File: src/rtl/assert_macros.svh
// ----------------------------------------------------------------------------
// assert_macros.svh
// Shared assertion macros, clocked on clk and disabled while arst_n is low.
// ----------------------------------------------------------------------------
`ifndef ASSERT_MACROS_SVH
`define ASSERT_MACROS_SVH

// antecedent implies consequent in the same cycle
`define ASSERT_SAME(label, ante, cons) \
	label: assert property (@(posedge clk) disable iff (!arst_n) (ante) |-> (cons)) \
		else $error("assertion failed in same-cycle check");

// antecedent implies consequent in the next cycle
`define ASSERT_NEXT(label, ante, cons) \
	label: assert property (@(posedge clk) disable iff (!arst_n) (ante) |=> (cons)) \
		else $error("assertion failed in next-cycle check");

`endif

File: src/rtl/b2da_pkg.sv
// ----------------------------------------------------------------------------
// b2da_pkg
// Types and constants of the binary to decimal ASCII converter.
// ----------------------------------------------------------------------------
`timescale 1ns / 1ps
`default_nettype none

package b2da_pkg;

	localparam int VALUE_WIDTH_DEF    = 32;
	localparam int MAX_DIGITS_OUT_DEF = 16;
	localparam int MIN_DIGITS_WIDTH   = 5;
	localparam int CHAR_WIDTH         = 6;

	localparam logic [CHAR_WIDTH-1:0] ASCII_ZERO = 6'd48;
	localparam logic [3:0]            DD_LIMIT   = 4'd5;
	localparam logic [3:0]            DD_ADJUST  = 4'd3;

	typedef enum logic [1:0] {
		ST_IDLE,
		ST_CONV,
		ST_SIZE,
		ST_EMIT
	} state_t;

endpackage

`default_nettype wire

File: src/rtl/binary_to_decimal_ascii.sv
// Sequence: an accept state, a shift-and-adjust pass of the serial
// binary-to-BCD unit over every value bit, a sizing state, then one digit
// per cycle while out_stall is low. No new value is taken until the last
// digit of the previous value has been loaded into the output register.
// The shared double-dabble adjust and shift sets the conversion time.
// Reset: asynchronous, clears the sequencer and the output valid.
// ----------------------------------------------------------------------------
// binary_to_decimal_ascii
// Converts an unsigned binary value to decimal and sends its ASCII digits,
// most significant first, padded with leading zeros to min_digits, capped at MAX_DIGITS_OUT; zero sends one 0.
// ----------------------------------------------------------------------------
`timescale 1ns / 1ps
`default_nettype none
`include "assert_macros.svh"

module binary_to_decimal_ascii #(
	parameter int VALUE_WIDTH    = b2da_pkg::VALUE_WIDTH_DEF,
	parameter int MAX_DIGITS_OUT = b2da_pkg::MAX_DIGITS_OUT_DEF
) (
	input  wire logic                                  clk,
	input  wire logic                                  arst_n,
	input  wire logic                                  in_valid,
	output logic                                       in_stall,
	input  wire logic [VALUE_WIDTH-1:0]                value,
	input  wire logic [b2da_pkg::MIN_DIGITS_WIDTH-1:0] min_digits,
	output logic                                       out_valid,
	input  wire logic                                  out_stall,
	output logic [b2da_pkg::CHAR_WIDTH-1:0]            digit_char,
	output logic                                       last
);

	import b2da_pkg::*;

	localparam int BCD_DIGITS = (VALUE_WIDTH * 30103) / 100000 + 1;
	localparam int BCD_WIDTH  = 4 * BCD_DIGITS;
	localparam int DW         = $clog2(BCD_DIGITS);
	localparam int BW         = $clog2(VALUE_WIDTH);
	localparam int TMAX_A     = (BCD_DIGITS > MAX_DIGITS_OUT) ? BCD_DIGITS : MAX_DIGITS_OUT;
	localparam int TMAX       = (TMAX_A > 31) ? TMAX_A : 31;
	localparam int TW         = $clog2(TMAX + 1);

	localparam logic [TW-1:0] MAX_T    = TW'(MAX_DIGITS_OUT);
	localparam logic [TW-1:0] BCD_T    = TW'(BCD_DIGITS);
	localparam logic [TW-1:0] ONE_T    = TW'(1);
	localparam logic [BW-1:0] LAST_BIT = BW'(VALUE_WIDTH - 1);

	state_t state_q, state_d;

	logic [VALUE_WIDTH-1:0] val_q;
	logic [BCD_WIDTH-1:0]   bcd_q;
	logic [BW-1:0]          bit_cnt_q;
	logic [TW-1:0]          min_q;
	logic [TW-1:0]          pos_q;
	logic                   out_valid_q;
	logic [CHAR_WIDTH-1:0]  digit_char_q;
	logic                   last_q;

	logic                   accept;
	logic                   shift_en;
	logic                   size_en;
	logic                   load_out;

	logic [3:0]             digs [BCD_DIGITS];
	logic [BCD_WIDTH-1:0]   bcd_adj;
	logic [TW-1:0]          natural;
	logic [TW-1:0]          total;
	logic [TW-1:0]          min_ext;
	logic [TW-1:0]          min_clamp;
	logic [3:0]             sel_digit;

	always_ff @(posedge clk or negedge arst_n) begin
		if (!arst_n) begin
			state_q <= ST_IDLE;
		end else begin
			state_q <= state_d;
		end
	end

	always_comb begin
		state_d  = state_q;
		accept   = 1'b0;
		shift_en = 1'b0;
		size_en  = 1'b0;
		load_out = 1'b0;
		in_stall = 1'b1;
		case (state_q)
			ST_IDLE: begin
				in_stall = 1'b0;
				if (in_valid) begin
					accept  = 1'b1;
					state_d = ST_CONV;
				end
			end
			ST_CONV: begin
				shift_en = 1'b1;
				if (bit_cnt_q == LAST_BIT) begin
					state_d = ST_SIZE;
				end
			end
			ST_SIZE: begin
				size_en = 1'b1;
				state_d = ST_EMIT;
			end
			ST_EMIT: begin
				if (!out_valid_q || !out_stall) begin
					load_out = 1'b1;
					if (pos_q == '0) begin
						state_d = ST_IDLE;
					end
				end
			end
			default: begin
				state_d = ST_IDLE;
			end
		endcase
	end

	always_comb begin
		for (int i = 0; i < BCD_DIGITS; i++) begin
			digs[i] = bcd_q[4*i +: 4];
			bcd_adj[4*i +: 4] = (digs[i] >= DD_LIMIT) ? (digs[i] + DD_ADJUST) : digs[i];
		end
	end

	always_comb begin
		natural = '0;
		for (int i = 0; i < BCD_DIGITS; i++) begin
			if (digs[i] != 4'd0) begin
				natural = TW'(i + 1);
			end
		end
		total = (natural > min_q) ? natural : min_q;
		if (total > MAX_T) begin
			total = MAX_T;
		end
		if (natural == '0) begin
			total = ONE_T;
		end
	end

	assign min_ext   = TW'(min_digits);
	assign min_clamp = (min_ext > MAX_T) ? MAX_T : min_ext;
	assign sel_digit = (pos_q < BCD_T) ? digs[pos_q[DW-1:0]] : 4'd0;

	// serial double-dabble unit
	always_ff @(posedge clk) begin
		if (accept) begin
			val_q     <= value;
			bcd_q     <= '0;
			bit_cnt_q <= '0;
			min_q     <= min_clamp;
		end else if (shift_en) begin
			val_q     <= {val_q[VALUE_WIDTH-2:0], 1'b0};
			bcd_q     <= {bcd_adj[BCD_WIDTH-2:0], val_q[VALUE_WIDTH-1]};
			bit_cnt_q <= bit_cnt_q + BW'(1);
		end
	end

	always_ff @(posedge clk) begin
		if (size_en) begin
			pos_q <= total - ONE_T;
		end else if (load_out) begin
			pos_q <= pos_q - ONE_T;
		end
	end

	always_ff @(posedge clk or negedge arst_n) begin
		if (!arst_n) begin
			out_valid_q <= 1'b0;
		end else if (load_out) begin
			out_valid_q <= 1'b1;
		end else if (!out_stall) begin
			out_valid_q <= 1'b0;
		end
	end

	always_ff @(posedge clk) begin
		if (load_out) begin
			digit_char_q <= ASCII_ZERO + {2'b00, sel_digit};
			last_q       <= (pos_q == '0);
		end
	end

	assign out_valid  = out_valid_q;
	assign digit_char = digit_char_q;
	assign last       = last_q;

	`ASSERT_NEXT(a_accept_starts_conv, accept, (state_q == ST_CONV) && (bcd_q == '0))
	`ASSERT_NEXT(a_conv_ends_in_size, (state_q == ST_CONV) && (bit_cnt_q == LAST_BIT),
		state_q == ST_SIZE)
	`ASSERT_NEXT(a_size_bounds_run, size_en, (state_q == ST_EMIT) && (pos_q < MAX_T))
	`ASSERT_NEXT(a_final_digit_flagged, load_out && (pos_q == '0),
		out_valid_q && last_q && (state_q == ST_IDLE))

endmodule

`default_nettype wire
File: config.mk
export PLATFORM = sky130hd
export DESIGN_NAME = binary_to_decimal_ascii
export DESIGN_NICKNAME = d
export VERILOG_FILES = /design/src/rtl/b2da_pkg.sv /design/src/rtl/binary_to_decimal_ascii.sv
export VERILOG_INCLUDE_DIRS = /design/src /design/src/rtl
export SDC_FILE = /design/constraint.sdc
export NUM_CORES = 1
export LEC_CHECK = 0
export BUFFER_PORTS_ARGS = -buffer_cell sky130_fd_sc_hd__clkbuf_2
export CORE_MARGIN = 2
export CORE_UTILIZATION = 30
export CTS_BUF_LIST = sky130_fd_sc_hd__clkbuf_8
export DETAILED_ROUTE_END_ITERATION = 16
export HOLD_SLACK_MARGIN = 0.06
export PLACE_DENSITY = 0.57
export SKIP_CTS_REPAIR_TIMING = 1
export SYNTH_ARGS = -nofsm -noshare
export SYNTH_HDL_FRONTEND = slang
export SYNTH_SLANG_ARGS = --single-unit
File: constraint.sdc
create_clock -name clk -period 3.8 [get_ports clk]
set_input_delay 0.57 -clock clk [delete_from_list [all_inputs] [get_ports clk]]
set_output_delay 0.57 -clock clk [all_outputs]
set_load 0.02 [all_outputs]
Word-level counts from Yosys, hierarchy flattened
Cells that the tools add are included.
- $add $sub $neg: 14
- magnitude comparators: 15
- eq/ne operators: 9
- multiplexer cells: 45
- bitwise operators: 1
- reductions and logical operators: 19
- operator list (kind ; count):
    $mux 5 ; 14
    $mux 32 ; 2
    $mux 4 ; 12
    $ge 4x3->1 const B ; 10
    $reduce_bool 4->1 ; 10
    $add 4x2->4 const B ; 9
    $bmux 4 s4 ; 1
    $gt 5x5->1 const B ; 2
    $logic_not 5->1 ; 2
    $mux 1 ; 10
    $sub 5x1->5 const B ; 2
    $mux 2 ; 4
    $ne 2x2->1 const B ; 4
    $pmux 2 s4 ; 1
    $add 5x5->6 const A ; 1
    $add 5x1->5 const B ; 1
    $eq 5x5->1 const B ; 1
    $ge 5x5->1 const B ; 1
    $gt 5x5->1 ; 1
    $lt 5x4->1 const B ; 1
    $not 4->5 ; 1
    $eq 2x2->1 const B ; 2
    $reduce_and 4->1 ; 1
    $reduce_bool 2->1 ; 2
    other kinds (7) ; 8
- bits in registers: 97
- input bits: 41
- word-level logic and storage cells: 112

Depth between registers and ports, before layout
- depth after elaboration: 18
- gate-level depth with buffers: 16

Worst setup path after synthesis
OpenSTA, ideal clock, no wires.
- path kind: register -> register
- from: reg bcd_q[0]
- to: reg pos_q[4], data pin
- library setup time: 0.264 ns
- data arrival time: 3.265 ns
- setup slack: 0.271 ns
- cell stages (with the launch flop): 14
- path buffers: 0
- clock period less this slack: 3.529 ns
- path through: dfxtp_1 -> inv_1 -> ha_1 -> or3b_1 -> a2111oi_1 -> o211ai_1 -> nand3_1 -> ha_1 -> a41o_1 -> a21oi_1 -> mux2_2 -> a41oi_2 -> nand4_1 -> xor2_1
- cells in the longest elaborated chain, start to end: 18
- elaborated cells on any way between the ends: 19
- those cells by class: add/sub: 1; order compare: 2; mux: 14; reduce/logical: 2
- ends and longest elaborated chain (item ; line ; source):
    from (decl) ; binary_to_decimal_ascii.sv:50 ; logic [BCD_WIDTH-1:0] bcd_q;
    from (signal assigned) ; binary_to_decimal_ascii.sv:154 ; bcd_q <= {bcd_adj[BCD_WIDTH-2:0], val_q[VALUE_WIDTH-1]};
    $reduce_bool 4->1 (*) ; binary_to_decimal_ascii.sv:128 ; if (digs[i] != 4'd0) begin
    $mux 1 (*) ; binary_to_decimal_ascii.sv:128 ;
    $mux 5 (*) (9 in series) ; binary_to_decimal_ascii.sv:128 ;
    $gt 5x5->1 ; binary_to_decimal_ascii.sv:132 ; total = (natural > min_q) ? natural : min_q;
    $mux 5 ; binary_to_decimal_ascii.sv:132 ;
    $gt 5x5->1 ; binary_to_decimal_ascii.sv:133 ; if (total > MAX_T) begin
    $mux 5 ; binary_to_decimal_ascii.sv:133 ;
    $mux 5 (*) ; binary_to_decimal_ascii.sv:136 ; if (natural == '0) begin
    $sub 5x1->5 (*) ; binary_to_decimal_ascii.sv:161 ; pos_q <= total - ONE_T;
    $mux 5 (*) ; binary_to_decimal_ascii.sv:160 ; if (size_en) begin
    to (signal assigned) ; binary_to_decimal_ascii.sv:161 ;
    to (signal assigned) ; binary_to_decimal_ascii.sv:163 ; pos_q <= pos_q - ONE_T;
    to (decl) ; binary_to_decimal_ascii.sv:53 ; logic [TW-1:0] pos_q;
Every way passes the cells marked *; elsewhere a longest branch is shown, timed or not.
A chain may end at the register's enable or synchronous reset.

Final worst setup path
- from: reg bcd_q[0]
- to: reg pos_q[2], data pin
The elaborated chain is that of the path after synthesis.

==> out/results.ini <==
[run_status]
status=complete, no violations

[clock_tree]
cts_sinks=95
cts_buffer_depth=2
clkSlewWorstSetupHoldPaths_ps=100
root_buffer=clkbuf_8
cts_buffers=9
cts_tree=done
insertion_delay_ps=390
htree_levels=3

[die]
coreArea_sq_um=17400
start_util_pct=30.7
die_w_um=137
fp.dieH_um=137
ios=50
die_area_sq_um=18800
rows=48

[flow_run]
drv_cap=0

[route]
drt-wirelength-per-cell_um=12.8
firstDrtPassIters=6
routed_wl_um=11100
viasPerCell=4.62
drt_iter0_markers=177
detailroute.via_count=3991
drc_errors=0
ant_nets=0

[synthesis]
netlist_area_sq_um=5330
yosysTopAreaCell=edfxtp_1
ys_types=45
seq_area_frac_synth_pct=44.8
synth_edf_count=47
synthTopCellsByArea=edfxtp_1, dfxtp_1, nand2_1
synthFlopType=edfxtp_1
ys_ff_latch=95
synth.most_common_cell=nand2_1
yosysWarningCount=0
synthArstFlopShare_pct=3.16
synth_compound_area_share_pct=9.79
synthAdderAreaFrac_pct=7.75
synth_top_family_by_area=simple AND/OR/NAND/NOR gates
synth-simple-area-share_pct=21.2
yosys.area.top_type_share_pct=26.5
synth-xor-area-share_pct=4.11
synthTopCellsByCount=nand2_1, nor2_1, edfxtp_1
syn_inst=588
avgSynthCellArea_sq_um=9.06
synth_mux_area_share_pct=7.96

[sta]
setup_viol=0
post-route-period-util_pct=93.6
fin_ws_ps=245
worst_pin_slew_ps=826
relSlewSlack_pct=44.9
max_freq_ghz=0.281
period_minus_slack_ps=3560
hold_violations=0
fin_worst_skew_ps=10.7
slew_viol_final=0

[power_and_ir_drop]
p_leak_nw=2.54
power_density_nw_per_um2=912
peakVddDrop_mv=0.333

[global_route]
grt_pass1_wl_um=18600
grt_use_total_pct=12.5
grt_max_degree=41
grt-ovfl-total=0
grt_pass1_vias=3842
grt_antenna_before_repair=0

[final_layout]
area_growth_pct=14.6
nets=708
num_antenna_cells=0
drive_above_1_share_pct=16.6
fin_util_pct=35.2

[placed_design]
place.port_buffers=47
dpl.hpwl_um=7690
pre_cts_ws_ps=97.2
place.gp.congestion=0.800

[setup_path]
worstSetupPathType=flop to flop
worst-path-max-fanout=8
max_stage_delay_ps=450
slowest_stage=or3b_2
end_kind=flop
crit_chain=inv_1 -> ha_2 -> or3b_1 -> a2111oi_2 -> o211ai_1 -> nand3_1 -> ha_1 -> nor2b_1 -> o211ai_1 -> a21oi_1 -> buf_4 -> or3b_2 -> o2111ai_2 -> nand2_1 -> ha_1 -> xor2_1
startpoint_type=flop
crit_required_ps=3960
critPathArrivalTime_ps=3710

[min_path]
hp-class=input pin to flop

## power by group
| part | leakage, nW | switching (mW) | internal (mW) |
|---|---|---|---|
| combinational | 1.57 | 1.58 | 1.23 |
| sequential | 0.851 | 0.351 | 1.64 |
| clock | 0.117 | 0.397 | 0.381 |
| total | 2.54 | 2.32 | 3.24 |
## flip-flops by register name (all words and copies together), names as in the netlist
name	cells
bcd_q	40
bit_cnt_q	5
digit_char	4
last	1
min_q	5
out_valid	1
pos_q	5
state_q	2
val_q	32
## worst max-delay path, delay by kind of cell, from the launching register on
kind	cells	cell delay [ps]
and+or+nand+nor	5	1110
AOI/OAI and AO/OA	5	850
adders and majority gates	3	590
DFF	1	360
buffers and inverters	2	260
xor gates and xnor gates	1	160
## placed cells by master, fill, tap and decap left out, types with 3 or more instances in the layout
cell type / n
xnor2_1: 12
mux4_2: 8
o21ai_0: 31
nand4_1: 3
mux2_2: 3
dfrtp_1: 3
buf_4: 14
clkbuf_2: 47
nand2_1: 126
nor2b_1: 8
ha_1: 31
nor2_1: 48
edfxtp_1: 47
mux2i_1: 21
dfxtp_1: 45
clkbuf_8: 9
and2_1: 5
o22ai_1: 4
nor3b_1: 6
a31oi_1: 3
a21oi_1: 45
nand2b_1: 14
nand3_1: 14
nor3_1: 11
or2_2: 3
inv_1: 30
xor2_1: 13
## cells by family (layout without fill, tap and decap cells)
logic type	count (synthesis)	after routing
flip-flops	95	95
multiplexers	32	32
AND/OR/NAND/NOR	250	250
other	1	2
XOR/XNOR	25	25
adder cells (fa/ha/maj)	33	33
buffers and inverters	59	109
AO/OA/AOI/OAI	93	93
## worst paths after layout
path                                from  cells after the start         end  slack [ps]
max in group asynchronous         arst_n                      2  state_q[1]        3200
setup / recovery                bcd_q[0]                     16    pos_q[2]         240
min in group asynchronous         arst_n                      2  state_q[0]         500
hold / removal             min_digits[4]                      1    min_q[4]         420
setup reg to reg                bcd_q[0]                     16    pos_q[2]         240
hold reg to reg                bcd_q[39]                      2   bcd_q[39]         500
## layout make-up
type	count	area, sq um
fill	1757	11200
multi-input combinational	435	2740
sequential	95	2390
timing repair buffer	62	350
tap	225	282
clock buffer	9	124
inverter	31	116
clock inverter	7	105
## through the flow
| stage | power (mW) | cells | TNS [ps] | hold slack [ps] | area, sq um |
|---|---|---|---|---|---|
| after global routing | 6.09 | 864 | -21.6 | 412 | 6110 |
| final | 5.57 | 864 | 0 | 422 | 6110 |
| after floorplan | 4.01 | 589 | 0 | 274 | 5330 |
| after detailed placement | 4.73 | 846 | 0 | 369 | 5830 |
| after CTS | 5.53 | 862 | 0 | -58.5 | 6060 |
| after global placement | 4.71 | 846 | 0 | 370 | 5830 |
## routing by layer
metal | track usage (%) | vias to the layer above | wire length, um
met2 | 19.4 | 82 | 4900
met4 | 3.49 | 0 | 113
met1 | 17.1 | 1809 | 5510
li1 | - | 2091 | -
met3 | 3.31 | 9 | 552
met5 | 0 | - | 0
(Power assumes the default switching activity.)
